`src/hdl/gbai_pkg.sv`:
```
// ============================================================================
// gbai_pkg - gyro bias / angle integrator shared definitions
// Item types, field widths, command and register codes, bias reciprocal.
// ============================================================================
package gbai_pkg;

    // number of calibration samples averaged into one bias
    localparam int CAL_SAMPLES = 2000;
    localparam int CAL_CNT_W   = $clog2(CAL_SAMPLES + 1);

    localparam int AXES       = 3;
    localparam int RATE_W     = 16;
    localparam int BIAS_FRAC  = 8;                    // bias is Q.8
    localparam int BIAS_W     = RATE_W + BIAS_FRAC;   // 24
    localparam int SUM_W      = 27;
    localparam int DIFF_W     = BIAS_W + 1;           // sample*256 - bias
    localparam int SCALE_W    = 32;
    localparam int THR_W      = 24;
    localparam int PROD_W     = DIFF_W + SCALE_W;     // 57, signed
    localparam int INC_SHIFT  = 16;
    localparam int INC_W      = PROD_W - INC_SHIFT;   // 41, signed
    localparam int ANGLE_W    = 40;

    // bias = trunc(|sum| * 256 / CAL_SAMPLES) by reciprocal multiply.
    // Exact for |sum| <= 2^(SUM_W-1) with this shift.
    localparam int RECIP_SHIFT = SUM_W - 1 + CAL_CNT_W;
    localparam int RECIP_W     = RECIP_SHIFT + BIAS_FRAC + 1;
    localparam int RECIP_LO_W  = RECIP_W / 2;
    localparam int RECIP_HI_W  = RECIP_W - RECIP_LO_W;
    localparam logic [63:0] RECIP =
        ((64'd1 << (RECIP_SHIFT + BIAS_FRAC)) + 64'(CAL_SAMPLES) - 64'd1)
        / 64'(CAL_SAMPLES);
    localparam logic [RECIP_LO_W-1:0] RECIP_LO = RECIP_LO_W'(RECIP);
    localparam logic [RECIP_HI_W-1:0] RECIP_HI = RECIP_HI_W'(RECIP >> RECIP_LO_W);
    localparam int PP_W   = SUM_W + RECIP_LO_W;
    localparam int PPH_W  = SUM_W + RECIP_HI_W;
    localparam int QSUM_W = RECIP_SHIFT + BIAS_W;

    // commands
    localparam logic CMD_CAL   = 1'b0;
    localparam logic CMD_INTEG = 1'b1;

    // configuration register indexes
    localparam int CFG_IDX_W = 1;
    localparam logic [CFG_IDX_W-1:0] CFG_RATE_SCALE     = 1'b0;
    localparam logic [CFG_IDX_W-1:0] CFG_HOLD_THRESHOLD = 1'b1;
    localparam logic [SCALE_W-1:0]   RATE_SCALE_RST     = 32'd261888;
    localparam logic [THR_W-1:0]     HOLD_THRESHOLD_RST = 24'd33554;

    typedef struct packed {
        logic                     command;
        logic signed [RATE_W-1:0] rate_x;
        logic signed [RATE_W-1:0] rate_y;
        logic signed [RATE_W-1:0] rate_z;
    } t_in_item;

    typedef struct packed {
        logic signed [ANGLE_W-1:0] angle_x_out;
        logic signed [ANGLE_W-1:0] angle_y_out;
        logic signed [ANGLE_W-1:0] angle_z_out;
        logic                      calibration_done;
    } t_out_item;

    // calibration unit status toward the pipeline
    typedef struct packed {
        logic busy;   // bias divider running, hold the input stage
        logic done;   // item in the input stage completes calibration
    } t_cal_stat;

    // control carried alongside the products
    typedef struct packed {
        logic cmd;
        logic done;
    } t_s2_ctl;

endpackage

```
`src/hdl/gbai_accum.sv`:
```
// ============================================================================
// gbai_accum - thresholded angle accumulators
// Floors the product to a Q.24 increment and, for integrate items, adds it when large enough.
// ============================================================================
module gbai_accum (
    input  logic                                 i_clk,
    input  logic                                 i_rst_n,
    input  logic                                 i_load,
    input  gbai_pkg::t_s2_ctl                    i_ctl,
    input  logic signed [gbai_pkg::PROD_W-1:0]   i_prod [gbai_pkg::AXES],
    input  logic [gbai_pkg::THR_W-1:0]           i_thr,
    output gbai_pkg::t_out_item                  o_item
);
    import gbai_pkg::*;

    logic signed [INC_W-1:0]   inc   [AXES];
    logic [INC_W-1:0]          mag   [AXES];
    logic                      upd   [AXES];
    logic [ANGLE_W-1:0]        r_angle [AXES];
    logic                      r_done;

    always_comb begin
        for (int i = 0; i < AXES; i++) begin
            // arithmetic shift floors toward minus infinity
            inc[i] = i_prod[i][PROD_W-1:INC_SHIFT];
            mag[i] = inc[i][INC_W-1] ? INC_W'(-inc[i]) : INC_W'(inc[i]);
            upd[i] = (i_ctl.cmd == CMD_INTEG) && (mag[i] >= INC_W'(i_thr));
        end
    end

    always_ff @(posedge i_clk) begin
        if (!i_rst_n) begin
            r_done <= 1'b0;
            for (int i = 0; i < AXES; i++) begin
                r_angle[i] <= '0;
            end
        end else if (i_load) begin
            r_done <= i_ctl.done;
            for (int i = 0; i < AXES; i++) begin
                if (upd[i]) begin
                    r_angle[i] <= r_angle[i] + inc[i][ANGLE_W-1:0];
                end
            end
        end
    end

    assign o_item.angle_x_out      = r_angle[0];
    assign o_item.angle_y_out      = r_angle[1];
    assign o_item.angle_z_out      = r_angle[2];
    assign o_item.calibration_done = r_done;

endmodule

```
`config.mk`:
```
export PLATFORM = sky130hd
export DESIGN_NAME = gbai_accum
export DESIGN_NICKNAME = d
export VERILOG_FILES = /design/src/hdl/gbai_pkg.sv /design/src/hdl/gbai_accum.sv
export SDC_FILE = /design/constraint.sdc
export NUM_CORES = 1
export LEC_CHECK = 0
export ABC_CLOCK_PERIOD_IN_PS = 16500
export BUFFER_PORTS_ARGS = -buffer_cell sky130_fd_sc_hd__clkbuf_2
export CORE_MARGIN = 10
export CORE_UTILIZATION = 61
export DETAILED_ROUTE_END_ITERATION = 16
export MAX_ROUTING_LAYER = met4
export PLACE_DENSITY = 0.88
export SLEW_MARGIN = 20
export SYNTH_ARGS = -nofsm -noshare
export SYNTH_HDL_FRONTEND = slang
export SYNTH_SLANG_ARGS = --single-unit
```
`constraint.sdc`:
```
create_clock -name i_clk -period 16.5 [get_ports i_clk]
set_clock_uncertainty 0.2 [all_clocks]
set_input_delay 3.3 -clock i_clk [delete_from_list [all_inputs] [get_ports i_clk]]
set_output_delay 3.3 -clock i_clk [all_outputs]
set_load 0.005 [all_outputs]
```
=== Word-level counts from Yosys, hierarchy flattened ===
Memory sizes are Yosys's and may differ from the RTL's.
Index checks and enable logic that the tools add are counted.

* Output and inout port bits: 121
* Bits in registers: 1
* Logic and storage cells: 36
* Memories kept: 1
* RAM bits: 120
* Input port bits: 200

* Reductions and logical operators: 3
* Bitwise logic cells: 3
* Order comparisons: 3
* Mux-type cells: 19
* Add/subtract/negate cells: 6

{| class="wikitable"
|+ Memories
! memory !! depth !! width !! rd ports !! clocked after memory_dff !! wr ports !! line !! text
|-
| r_angle || 3 || 40 || 3 || 0 || 3 || gbai_accum.sv:19 || <nowiki>logic [ANGLE_W-1:0] r_angle [AXES];</nowiki>
|}

{| class="wikitable"
|+ Operators by type and width
! cell !! count
|-
| $ge 41x24->1 || 3
|-
| $mux 41 || 3
|-
| $neg 41->41 || 3
|-
| $add 40x40->40 || 3
|-
| $mux 40 || 3
|-
| $mux 1 || 13
|-
| $logic_and 1x1->1 || 3
|-
| $or 1x1->1 || 3
|}

=== Depth between registers and ports, before layout ===
* Word-level depth: 9
* Depth in mapped cells: 21
* Gate-level depth less buffers: 19

=== Worst setup path before layout ===
No wires, ideal clock.

* Path type: input to register
* From: input port i_prod[76] (netlist bit)
* To: memory r_angle[1][0], in the netlist r_angle[0][40] (enable)
* Required time: 15.807 ns
* Data arrival time: 9.271 ns
* Slack: 6.536 ns
* Cell stages on the path: 15
* Path buffers: 0
* Setup time: 0.493 ns
* Cell sequence: or4_1 -> or4_1 -> or2_2 -> o41ai_1 -> xnor2_1 -> ha_1 -> nand3_1 -> nor3_1 -> a21boi_0 -> a32o_1 -> nor3_1 -> nand4_1 -> a2111oi_0 -> and3_1 -> o21ai_0

{| class="wikitable"
|+ RTL lines
! what !! line !! text
|-
| start, declared || gbai_accum.sv:10 || <nowiki>input logic signed [gbai_pkg::PROD_W-1:0] i_prod [gbai_pkg::AXES],</nowiki>
|-
| end, declared || gbai_accum.sv:19 ||
|}

==> metrics.log <==
[metrics] CP Capture Type: register
[metrics] peak clock frequency supported by timing: 0.1073 GHz
[metrics] ratio of routed vias to standard cells: 6.440
[metrics] Area growth syn-to-layout: 15.22%
[metrics] final clock period utilization by the worst path: 0.5648
[metrics] Setup crit start kind: primary input
[metrics] post-layout power: 1.269 mW
[metrics] largest fanout on the critical path: 74
[metrics] first-iteration detailed-routing DRC count: 1337
[metrics] static power due to leakage: 7.652 nW
[metrics] maximum vdd drop: 0.00005522 V
[metrics] Hold-fix buffers, CTS: 0
[metrics] count of instances resized after the clock tree is built: 0
[metrics] number of different library cells in the post-synthesis netlist: 75
[metrics] average cell area after synthesis: 8.387 sq um
[metrics] Worst Tran Pin Value: 0.9763 ns
[metrics] buffers from clock root to sink, at most: 2
[metrics] routed via count: 14970
[metrics] die area: 30480 sq um
[metrics] endpoint required time on the critical path: 16.44 ns
[metrics] net count after synthesis: 2133
[metrics] ratio of cells with drive above 1 in the final layout: 0.1702
[metrics] Overall Global Routing Usage: 0.2884
[metrics] Initial Utilization: 0.6210
[metrics] area of the mapped netlist: 14580 sq um
[metrics] dominant register cell in the synthesized netlist: sky130_fd_sc_hd__edfxtp_1
[metrics] cell count of the worst hold path: 2
[metrics] number of pins with negative max-slew slack in the final report: 0
[metrics] share of flip-flops with an asynchronous set or reset: 0
[metrics] insertion delay of the later-clocked pin in the worst-skew pair: 0.44 ns
[metrics] post-CTS clock slew at the launch and capture registers of the worst setup and hold paths: 0.07 ns
[metrics] final worst path period need: 9.318 ns
[metrics] type of the most critical hold path: register to register
[metrics] routed length per placed instance: 19.21 um
[metrics] power density of the placed cells: 75.56 nW/um^2
[metrics] result of the run: finished, final reports clean
[metrics] arrival time at the worst endpoint: 9.26 ns
[metrics] clock tree from TritonCTS: done
[metrics] number of synthesized flops with an enable pin: 120
[metrics] Top-Level Pins: 321
[metrics] half-perimeter wire length after detailed placement: 35120 um
[metrics] Finish-stage setup viols: 0
[metrics] height of the die: 174.6 um
[metrics] detailed-router iteration count before antenna repair: 7
[metrics] via count of the first global-routing pass: 14370
[metrics] count of buffers from port buffering: 272
[metrics] Root Buffer: sky130_fd_sc_hd__clkbuf_16
[metrics] number of hold violations in the final report: 0
[metrics] maximum number of pins on one net before global-route repair: 75
[metrics] number of synthesized register bits: 121
[metrics] CTS HTree Levels: 4
[metrics] fill count: 1787
[metrics] Ys Warns: 0
[metrics] Total Routed Length: 44640 um
[metrics] count of standard-cell rows: 56
[metrics] core area: 23470 sq um
[metrics] TritonCTS Sinks: 121
[metrics] number of antenna violations at the first check in global routing: 2
[metrics] post-CTS setup-driven buffer insertion count: 0
[metrics] drt drc: 0
[metrics] RSZ-0062 raised after global routing: no
[metrics] max-cap violation count: 0
[metrics] Fin Setup TNS: 0 ns
[metrics] die boundary width: 174.6 um
[metrics] number of clock buffers inserted by TritonCTS: 17
[metrics] number of routed nets with antenna violations: 0
[metrics] Congestion Overflow GR: 0
[metrics] post-layout net count: 2385
[metrics] final RePlAce weighted congestion: 0.9659
[metrics] worst r2r path cells: 13
[metrics] Worst Path Class, Setup: primary input to register
[metrics] synthesized netlist cell count: 1738
[metrics] sequential fraction of the synthesis area: 0.2486
[metrics] worst relative slew slack: 0.3406
[metrics] first-pass GRT wire length: 71190 um
==> cell usage in the layout (no fill, tap or decap), types with 17 or more instances in the layout <==
cell type	instances
sky130_fd_sc_hd__a211oi_1	22
sky130_fd_sc_hd__a21o_1	88
sky130_fd_sc_hd__a21oi_1	112
sky130_fd_sc_hd__a31oi_1	27
sky130_fd_sc_hd__and3_1	17
sky130_fd_sc_hd__clkbuf_16	17
sky130_fd_sc_hd__clkbuf_2	272
sky130_fd_sc_hd__edfxtp_1	120
sky130_fd_sc_hd__ha_1	192
sky130_fd_sc_hd__inv_1	85
sky130_fd_sc_hd__nand2_1	122
sky130_fd_sc_hd__nand2b_1	25
sky130_fd_sc_hd__nand3_1	37
sky130_fd_sc_hd__nand4_1	25
sky130_fd_sc_hd__nor2_1	185
sky130_fd_sc_hd__nor2b_1	25
sky130_fd_sc_hd__nor3_1	51
sky130_fd_sc_hd__nor4_1	24
sky130_fd_sc_hd__o21ai_0	114
sky130_fd_sc_hd__o21bai_1	20
sky130_fd_sc_hd__o31ai_1	26
sky130_fd_sc_hd__or3_1	18
sky130_fd_sc_hd__or4_1	20
sky130_fd_sc_hd__xnor2_1	115
sky130_fd_sc_hd__xor2_1	40
==> final cells by class <==
cell class,instances,area [sq um],share of cell area
diodes,2,5.005,0.0002980
clock inverters,15,200.2,0.01192
clock buffers,17,425.4,0.02533
repair buffers,277,1399,0.08329
flip-flops and latches,121,3623,0.2157
multi-input cells,1488,10420,0.6206
well taps,319,399.1,0.02377
inverters,85,319.1,0.01900
==> critical path: stages <==
cell	delay, ns
sky130_fd_sc_hd__clkbuf_2	0.15
sky130_fd_sc_hd__or4_1	0.63
sky130_fd_sc_hd__or4_1	0.56
sky130_fd_sc_hd__nor2_1	0.26
sky130_fd_sc_hd__nand2_1	0.14
sky130_fd_sc_hd__o41ai_1	0.36
sky130_fd_sc_hd__xnor2_1	0.13
sky130_fd_sc_hd__ha_1	0.19
sky130_fd_sc_hd__a21o_1	0.15
sky130_fd_sc_hd__a21oi_1	0.18
sky130_fd_sc_hd__o211ai_1	0.13
sky130_fd_sc_hd__a31oi_1	0.15
sky130_fd_sc_hd__o21ai_0	0.11
sky130_fd_sc_hd__nor4_1	0.29
sky130_fd_sc_hd__nand4_1	0.17
sky130_fd_sc_hd__nor4_1	0.69
sky130_fd_sc_hd__a31o_4	0.63
sky130_fd_sc_hd__buf_4	0.79
sky130_fd_sc_hd__nor4_1	0.17
==> logic make-up (layout without fill, tap and decap cells) <==
logic type                 Yosys count  after routing  share of synthesized area
and+or+nand+nor                    597            597                     0.2036
other                                0              2                          0
AOI/OAI and AO/OA                  531            531                     0.2394
muxes                               10             10                   0.007124
xor gates and xnor gates           155            155                    0.09313
adders and majority gates          195            195                     0.1689
buffers and inverters              129            394                    0.03923
DFF                                121            121                     0.2486
==> synthesized netlist by cell type, types with 26 or more instances <==
| cell type | instances | area [sq um] |
|---|---|---|
| sky130_fd_sc_hd__a21o_1 | 88 | 660.6 |
| sky130_fd_sc_hd__a21oi_1 | 112 | 560.5 |
| sky130_fd_sc_hd__a31oi_1 | 27 | 168.9 |
| sky130_fd_sc_hd__clkbuf_1 | 30 | 112.6 |
| sky130_fd_sc_hd__edfxtp_1 | 120 | 3603 |
| sky130_fd_sc_hd__ha_1 | 192 | 2402 |
| sky130_fd_sc_hd__inv_1 | 85 | 319.1 |
| sky130_fd_sc_hd__nand2_1 | 122 | 457.9 |
| sky130_fd_sc_hd__nand3_1 | 37 | 185.2 |
| sky130_fd_sc_hd__nor2_1 | 185 | 694.4 |
| sky130_fd_sc_hd__nor3_1 | 51 | 255.2 |
| sky130_fd_sc_hd__o21ai_0 | 117 | 585.6 |
| sky130_fd_sc_hd__o31ai_1 | 26 | 195.2 |
| sky130_fd_sc_hd__xnor2_1 | 115 | 1007 |
| sky130_fd_sc_hd__xor2_1 | 40 | 350.3 |
==> routing by layer <==
layer  global-route usage  share of wire  wire length [um]
met4               0.1261          0.036              1602
met2               0.4557           0.46             20440
met3              0.04656          0.082              3668
met5                    -              0                 0
met1               0.3595           0.42             18930
==> stage by stage <==
step / hold WS (ns) / worst slack, ns / cells / utilization / instance area, sq um
2_1_floorplan: 0.2839 / 6.536 / 1738 / - / 14580
4_1_cts: 0.3490 / 7.218 / 2322 / 0.7153 / 16790
3_5_place_dp: 0.3383 / 6.789 / 2290 / 0.6886 / 16160
3_3_place_gp: 0.2962 / 6.918 / 2290 / 0.6886 / 16160
6_report: 0.3415 / 7.182 / 2324 / 0.7155 / 16790
5_1_grt: 0.4171 / 6.755 / 2324 / 0.7155 / 16790
==> sequential cells by signal, summed over array words and instances (netlist names) <==
signal / cells
r_angle: 120
r_done: 1
==> worst paths after layout <==
kind	slack, ns	from	to
setup / recovery	7.18	i_prod[23]	r_angle[0][113]
hold / removal	0.34	r_done	r_done
setup reg to reg	11.61	r_angle[0][41]	r_angle[0][79]
hold reg to reg	0.34	r_done	r_done
==> power by group <==
part	leakage (nW)	switching (mW)	internal, mW
combinational	6.07	0.273	0.199
sequential	1.29	0.0158	0.367
clock	0.297	0.161	0.253
total	7.65	0.449	0.819
Power figures use the tool's default switching activity.
