$ cat config.mk
export PLATFORM = sky130hd
export DESIGN_NAME = gbai_cal
export DESIGN_NICKNAME = d
export VERILOG_FILES = /design/src/hdl/gbai_pkg.sv /design/src/hdl/gbai_cal.sv
export SDC_FILE = /design/constraint.sdc
export NUM_CORES = 2
export LEC_CHECK = 0
export ABC_AREA = 1
export ABC_CLOCK_PERIOD_IN_PS = 11700
export BUFFER_PORTS_ARGS = -buffer_cell sky130_fd_sc_hd__buf_2
export CAP_MARGIN = 20
export CORE_MARGIN = 3
export CORE_UTILIZATION = 37
export DETAILED_ROUTE_END_ITERATION = 6
export SYNTH_ARGS = -nofsm -noshare
export SYNTH_HDL_FRONTEND = slang
export SYNTH_SLANG_ARGS = --single-unit
$ cat constraint.sdc
create_clock -name i_clk -period 11.7 [get_ports i_clk]
set_input_delay 0.585 -clock i_clk [delete_from_list [all_inputs] [get_ports i_clk]]
set_output_delay 0.585 -clock i_clk [all_outputs]
set_load 0.05 [all_outputs]
$ cat src/hdl/gbai_pkg.sv
// ============================================================================
// gbai_pkg - gyro bias / angle integrator shared definitions
// Item types, field widths, command and register codes, bias reciprocal.
// ============================================================================
package gbai_pkg;

    // number of calibration samples averaged into one bias
    localparam int CAL_SAMPLES = 2000;
    localparam int CAL_CNT_W   = $clog2(CAL_SAMPLES + 1);

    localparam int AXES       = 3;
    localparam int RATE_W     = 16;
    localparam int BIAS_FRAC  = 8;                    // bias is Q.8
    localparam int BIAS_W     = RATE_W + BIAS_FRAC;   // 24
    localparam int SUM_W      = 27;
    localparam int DIFF_W     = BIAS_W + 1;           // sample*256 - bias
    localparam int SCALE_W    = 32;
    localparam int THR_W      = 24;
    localparam int PROD_W     = DIFF_W + SCALE_W;     // 57, signed
    localparam int INC_SHIFT  = 16;
    localparam int INC_W      = PROD_W - INC_SHIFT;   // 41, signed
    localparam int ANGLE_W    = 40;

    // bias = trunc(|sum| * 256 / CAL_SAMPLES) by reciprocal multiply.
    // Exact for |sum| <= 2^(SUM_W-1) with this shift.
    localparam int RECIP_SHIFT = SUM_W - 1 + CAL_CNT_W;
    localparam int RECIP_W     = RECIP_SHIFT + BIAS_FRAC + 1;
    localparam int RECIP_LO_W  = RECIP_W / 2;
    localparam int RECIP_HI_W  = RECIP_W - RECIP_LO_W;
    localparam logic [63:0] RECIP =
        ((64'd1 << (RECIP_SHIFT + BIAS_FRAC)) + 64'(CAL_SAMPLES) - 64'd1)
        / 64'(CAL_SAMPLES);
    localparam logic [RECIP_LO_W-1:0] RECIP_LO = RECIP_LO_W'(RECIP);
    localparam logic [RECIP_HI_W-1:0] RECIP_HI = RECIP_HI_W'(RECIP >> RECIP_LO_W);
    localparam int PP_W   = SUM_W + RECIP_LO_W;
    localparam int PPH_W  = SUM_W + RECIP_HI_W;
    localparam int QSUM_W = RECIP_SHIFT + BIAS_W;

    // commands
    localparam logic CMD_CAL   = 1'b0;
    localparam logic CMD_INTEG = 1'b1;

    // configuration register indexes
    localparam int CFG_IDX_W = 1;
    localparam logic [CFG_IDX_W-1:0] CFG_RATE_SCALE     = 1'b0;
    localparam logic [CFG_IDX_W-1:0] CFG_HOLD_THRESHOLD = 1'b1;
    localparam logic [SCALE_W-1:0]   RATE_SCALE_RST     = 32'd261888;
    localparam logic [THR_W-1:0]     HOLD_THRESHOLD_RST = 24'd33554;

    typedef struct packed {
        logic                     command;
        logic signed [RATE_W-1:0] rate_x;
        logic signed [RATE_W-1:0] rate_y;
        logic signed [RATE_W-1:0] rate_z;
    } t_in_item;

    typedef struct packed {
        logic signed [ANGLE_W-1:0] angle_x_out;
        logic signed [ANGLE_W-1:0] angle_y_out;
        logic signed [ANGLE_W-1:0] angle_z_out;
        logic                      calibration_done;
    } t_out_item;

    // calibration unit status toward the pipeline
    typedef struct packed {
        logic busy;   // bias divider running, hold the input stage
        logic done;   // item in the input stage completes calibration
    } t_cal_stat;

    // control carried alongside the products
    typedef struct packed {
        logic cmd;
        logic done;
    } t_s2_ctl;

endpackage

$ cat src/hdl/gbai_cal.sv
// ============================================================================
// gbai_cal - calibration sums and bias divider
// Per-axis sums, sample count, and a reciprocal-multiply divider (magnitude
// register, then partial-product registers) that turns the final sums into Q.8 biases.
// ============================================================================
module gbai_cal (
    input  logic                            i_clk,
    input  logic                            i_rst_n,
    input  logic                            i_take,
    input  logic signed [gbai_pkg::RATE_W-1:0] i_rate [gbai_pkg::AXES],
    output gbai_pkg::t_cal_stat             o_stat,
    output logic signed [gbai_pkg::BIAS_W-1:0] o_bias [gbai_pkg::AXES]
);
    import gbai_pkg::*;

    logic signed [SUM_W-1:0]  r_sum [AXES];
    logic signed [SUM_W-1:0]  n_sum [AXES];
    logic [CAL_CNT_W-1:0]     r_count;
    logic [CAL_CNT_W-1:0]     cnt_inc;
    logic                     last;

    logic                     r_bp_a;
    logic                     r_bp_b;
    logic [SUM_W-1:0]         r_mag   [AXES];
    logic                     r_neg_a [AXES];
    logic                     r_neg_b [AXES];
    logic [PP_W-1:0]          r_pp_lo [AXES];
    logic [PPH_W-1:0]         r_pp_hi [AXES];
    logic signed [BIAS_W-1:0] r_bias  [AXES];

    logic [SUM_W-1:0]         mag     [AXES];
    logic [QSUM_W-1:0]        qsum    [AXES];
    logic [BIAS_W-1:0]        q       [AXES];

    always_comb begin
        cnt_inc = r_count + CAL_CNT_W'(1);
        last    = (cnt_inc >= CAL_CNT_W'(CAL_SAMPLES));
        for (int i = 0; i < AXES; i++) begin
            n_sum[i] = r_sum[i] + {{(SUM_W-RATE_W){i_rate[i][RATE_W-1]}}, i_rate[i]};
            mag[i]   = n_sum[i][SUM_W-1] ? SUM_W'(-n_sum[i]) : SUM_W'(n_sum[i]);
            qsum[i]  = QSUM_W'({r_pp_hi[i], {RECIP_LO_W{1'b0}}})
                     + QSUM_W'(r_pp_lo[i]);
            q[i]     = qsum[i][QSUM_W-1:RECIP_SHIFT];
        end
    end

    always_ff @(posedge i_clk) begin
        if (!i_rst_n) begin
            r_count <= '0;
            r_bp_a  <= 1'b0;
            r_bp_b  <= 1'b0;
            for (int i = 0; i < AXES; i++) begin
                r_sum[i]  <= '0;
                r_bias[i] <= '0;
            end
        end else begin
            r_bp_a <= i_take && last;
            r_bp_b <= r_bp_a;
            if (i_take) begin
                if (last) begin
                    r_count <= '0;
                    for (int i = 0; i < AXES; i++) begin
                        r_sum[i] <= '0;
                    end
                end else begin
                    r_count <= cnt_inc;
                    for (int i = 0; i < AXES; i++) begin
                        r_sum[i] <= n_sum[i];
                    end
                end
            end
            if (r_bp_b) begin
                for (int i = 0; i < AXES; i++) begin
                    r_bias[i] <= r_neg_b[i] ? -q[i] : q[i];
                end
            end
        end
    end

    // divider datapath, no reset needed
    always_ff @(posedge i_clk) begin
        for (int i = 0; i < AXES; i++) begin
            if (i_take && last) begin
                r_mag[i]   <= mag[i];
                r_neg_a[i] <= n_sum[i][SUM_W-1];
            end
            r_pp_lo[i] <= r_mag[i] * RECIP_LO;
            r_pp_hi[i] <= r_mag[i] * RECIP_HI;
            r_neg_b[i] <= r_neg_a[i];
        end
    end

    assign o_stat.busy = r_bp_a | r_bp_b;
    assign o_stat.done = i_take && last;
    assign o_bias      = r_bias;

    a_count_range: assert property (@(posedge i_clk) disable iff (!i_rst_n)
        r_count < CAL_CNT_W'(CAL_SAMPLES))
        else $error("calibration count reached its limit without wrapping");

    a_div_seq: assert property (@(posedge i_clk) disable iff (!i_rst_n)
        (i_take && last) |=> (r_bp_a && !r_bp_b) ##1 (r_bp_b && !r_bp_a))
        else $error("bias divider sequence broken");

    a_no_take_busy: assert property (@(posedge i_clk) disable iff (!i_rst_n)
        (r_bp_a || r_bp_b) |-> !i_take)
        else $error("calibration item taken while bias divider busy");

endmodule

; ---- After elaboration in Yosys (flattened, before gate mapping)
; Memories as Yosys holds them, arrays and structs flattened.
; Index checks and enable logic that the tools add are counted.
[classes]
muxes = 24
n_reduce_logical = 1
shift = 0
n_lt_le_gt_ge = 1
addsub = 13
n_eq_ne = 0
n_bitwise = 7
n_mul = 6
div = 0
[ops]
columns = operator, n
row1 = 27-bit 2-to-1 mux, 9
row2 = 61-bit by 50-bit adder with 61-bit output, 3
row3 = "27-bit by 21-bit multiplier with 48-bit output, second input constant", 3
row4 = "27-bit by 12-bit multiplier with 39-bit output, second input constant", 3
row5 = 27-bit adder, 3
row6 = 27-bit negation, 3
row7 = 24-bit 2-to-1 mux, 3
row8 = 24-bit negation, 3
row9 = "11-bit by 1-bit adder with 11-bit output, second input constant", 1
row10 = "11-bit greater-or-equal comparator, second input constant", 1
row11 = 1-bit 2-to-1 mux, 11
row12 = 11-bit 2-to-1 mux, 1
row13 = 1-bit bitwise OR, 7
row14 = 1-bit logical AND, 1
[word_totals]
ram_bits = 429
memories = 6
mem_bits_ro = 0
out_inout_bits = 74
in_bits = 51
latchBits = 0
regBits = 85
wordCells = 64
[memory_table]
columns = memory, words, width, rd, rd_ports_with_merged_regs, write_ports, line
row1 = r_pp_lo, 3, 48, 3, 0, 3, gbai_cal.sv:27  ; logic [PP_W-1:0] r_pp_lo [AXES];
row2 = r_pp_hi, 3, 39, 3, 0, 3, gbai_cal.sv:28  ; logic [PPH_W-1:0] r_pp_hi [AXES];
row3 = r_mag, 3, 27, 3, 0, 3, gbai_cal.sv:24  ; logic [SUM_W-1:0] r_mag [AXES];
row4 = r_sum, 3, 27, 3, 0, 3, gbai_cal.sv:16  ; logic signed [SUM_W-1:0] r_sum [AXES];
row5 = r_neg_a, 3, 1, 3, 0, 3, gbai_cal.sv:25  ; logic r_neg_a [AXES];
row6 = r_neg_b, 3, 1, 3, 0, 3, gbai_cal.sv:26  ; logic r_neg_b [AXES];

; ---- Depth between registers and ports, before layout
[logic_depth]
depth_word = 8
depth_mapped = 27
ltp_nobuf = 27

; ---- Least setup slack after synthesis
; No wires, ideal clock.
[synth_timing]
path_kind = reg-to-output
startpoint = register r_count[0]
endpoint = output o_stat[0] (netlist name)
stages_incl_launch_ff = 11
required_time_ps = 11115
path_buffers = 0
setup_slack_ps = 5578
t_arrival_ps = 5537
path_cell_list = dfxtp_1 -> inv_1 -> nor3_2 -> inv_1 -> nor3_2 -> nand3_1 -> xor2_1 -> nand4_1 -> nor2_1 -> nand2_1 -> nor2_1
[synth_rtl]
columns = item, line
row1 = "start, declared", gbai_cal.sv:18  ; logic [CAL_CNT_W-1:0] r_count;
row2 = "start signal, assigned", gbai_cal.sv:66  ; r_count <= cnt_inc;
row3 = "end, declared", gbai_cal.sv:11  ; output gbai_pkg::t_cal_stat o_stat,

==> impl_metrics.csv <==
group,metric,value,unit
worst_setup_path,cp_top_family,"adder cells",
clocking,clk_path_buf_depth,3,
die,initial_core_util,0.373,
grt,antenna_found_initial,3,
worst_setup_path,cp.buffers_inverters,5,
power,p_leak,0.0396,µW
yosys,synth_top_area_cell,"fa_1",
routing,drc,0,
yosys,synth_nets,10500,
clocking,cts-htree-levels,2,
worst_setup_path,r2r_setup_slack,4.76,ns
clocking,numCtsBuffers,55,
worst_setup_path,criticalPathCategory,"flip-flop to flip-flop",
placement,gp_congestion,0.941,
yosys,synthCells,8400,
worst_setup_path,critical_path_depth,22,
routing,first_iter_violations,3111,
worst_setup_path,path_cells,"fa_1 -> ha_1 -> inv_1 -> fa_1 -> inv_1 -> fa_1 -> inv_1 -> fa_1 -> inv_1 -> fa_1 -> fa_1 -> ha_1 -> nand2_1 -> or2_2 -> nand2_1 -> inv_1 -> nand2_1 -> a21boi_0 -> o21ai_0 -> a21oi_1 -> o21ai_0 -> xor2_1",
worst_setup_path,end_kind,"flip-flop",
clocking,cts_setup_buffers,0,
layout,fill_cells,18800,
yosys,ys_seq_area_frac,0.152,
worst_setup_path,r2r_cells,22,
worst_setup_path,crit_fanout,12,
yosys,ys_types,65,
grt,grt.overflow.total,0,
grt,grt_max_degree,90,
die,fp-row-count,158,
clocking,clk_latency,0.71,ns
worst_setup_path,crit_slowest_cell,"edfxtp_1",
die,core-area,186000,µm²
grt,grt_pass1_vias,58200,
routing,wl_per_cell,18.6,µm
grt,grt_usage,0.215,
yosys,synth_top_area_share,0.241,
job,drv_cap,0,
timing,fmax,0.144,GHz
clocking,cts_root_buffer,"clkbuf_16",
routing,avgViaCountPerCell,4.98,
yosys,synth-main-ff-cell,"dfxtp_1",
status,status,"completed",
timing,hold_viol_final,0,
layout,synthToLayoutAreaGrowth,8.00,%
yosys,async_flop_share,0,
timing,fin_worst_skew,0.0541,ns
layout,seq_area,10500,µm²
yosys,postSynthAreaPerCell,8.24,µm²
routing,dr.pass1.iters,7,
placement,portBuffers,124,
layout,multi_input_area,51700,µm²
timing,tns,0,ns
yosys,synth_area,69200,µm²
die,die_area,192000,µm²
timing,tightest_slew,1.04,ns
yosys,synth-warning-count,0,
yosys,synth.area.top_cells,"fa_1 (24%), ha_1 (23%), inv_1 (9.8%)",
timing,setup_viol,0,
placement,dp_hpwl,177000,µm
worst_setup_path,crit_arrival,7.55,ns
worst_setup_path,cpPeakStageDelay,0.98,ns
grt,grt_pass1_wl,325000,µm
power,ir_worst_vdd,0.107,mV
yosys,synth_edf_count,165,
timing,period_share,0.593,
layout,nNetsFinal,10700,
yosys,synth_common_cells,"inv_1 (1810), nand2_1 (1477), ha_1 (1246)",
power,power_density,57.4,nW/µm²
clocking,clk_pin_slew,0.06,ns
clocking,postCtsHoldBufs,0,
layout,final_layout_size_suffix_gt1_frac,0.0365,
timing,finalCriticalPeriod,6.94,ns
timing,rsz0062_at_grt,"false",
timing,drv_slew,0,
routing,vias,55100,
yosys,synth_most_common_cell,"inv_1",
clocking,clock-sinks,442,
routing,final_antenna_net_count,0,
timing,slew_headroom,0.300,
worst_setup_path,cp-start-kind,"flip-flop",
hold_path,hold_path_class,"input pin to flip-flop",
hold_path,hold_depth,3,
die,die_y,439,µm
clocking,cts_tree,"built",
die,io_pins,125,
timing,whs,0.206,ns
yosys,synth-seq-cells,442,
clocking,cts_resized,0,
worst_setup_path,cp_common_cell,"fa_1",
worst_setup_path,required,12.31,ns
die,die_w,439,µm
routing,totalWireLength,206000,µm
-- layout make-up --
type                            count  share of cell area
Timing Repair Buffer              143              0.0102
Multi-Input combinational cell   6091               0.691
Clock inverter                     39             0.00520
Antenna cell                        1           0.0000335
Sequential cell                   442               0.140
Clock buffer                       64              0.0200
Tap cell                         2480              0.0415
Inverter                         1818              0.0913
-- where the power goes --
group	switching (µW)	leakage (µW)	internal, µW
combinational	578	0.0348	251
sequential	12.0	0.00395	1670
clock	778	0.000913	1000
-- per-layer routing --
layer	vias to the layer above	share of wire	track usage
met2	1127	0.47	0.367
li1	27100	-	-
met1	26700	0.46	0.287
met3	229	0.042	0.0243
met4	0	0.030	0.0587
met5	-	0	0
-- metrics by stage --
| step | total power [µW] | utilization | setup WS (ns) | instances | area [µm²] |
|---|---|---|---|---|---|
| 3_5_place_dp | 2540 | 0.393 | 4.68 | 11000 | 72900 |
| 2_1_floorplan | 2330 | - | 5.58 | 8400 | 69200 |
| 5_1_grt | 4530 | 0.403 | 4.45 | 11100 | 74800 |
| 4_1_cts | 4350 | 0.403 | 4.70 | 11100 | 74800 |
| 3_3_place_gp | 2530 | 0.393 | 4.71 | 11000 | 72900 |
| 6_report | 4290 | 0.403 | 4.76 | 11100 | 74800 |
-- state kept, by name, indices dropped and copies added, names as in the netlist --
signal / flops
r_count: 11
o_bias: 72
r_neg_b: 3
r_sum: 81
r_neg_a: 3
r_pp_lo: 81
r_mag: 81
r_pp_hi: 108
r_bp_b: 1
r_bp_a: 1
-- cells by family after synthesis --
family | count (synthesis) | synth area share
AND/OR/NAND/NOR | 2735 | 0.164
adder cells (fa/ha/maj) | 2080 | 0.466
buffers and inverters | 1867 | 0.102
AO/OA/AOI/OAI | 988 | 0.0793
flip-flops | 442 | 0.152
XOR/XNOR | 288 | 0.0367
-- tightest hold or removal path, cell delays in order --
cell      delay (ns)
buf_2           0.14
nand2_1         0.07
a211oi_1        0.06
-- path summary, 6_finish.rpt --
path	from	endpoint
min	i_take	r_count[2]
max reg2reg	r_mag[0][64]	r_pp_lo[0][140]
max	r_mag[0][64]	r_pp_lo[0][140]
min reg2reg	o_bias[25]	o_bias[25]
-- cell usage in the layout (no fill, tap or decap), drive strengths merged, types with 26 or more instances in the layout --
cell and n:
a21oi 485, a31oi 41, buf 143, clkbuf 64, dfxtp 277, edfxtp 165
fa 834, ha 1246, inv 1832, nand2 1487, nand3 336, nand3b 29
nand4 87, nor2 677, nor3 74, o211ai 30, o21a 28, o21ai 305
o21bai 26, xnor2 87, xor2 201
No activity file was read; power rests on OpenSTA's default activity.
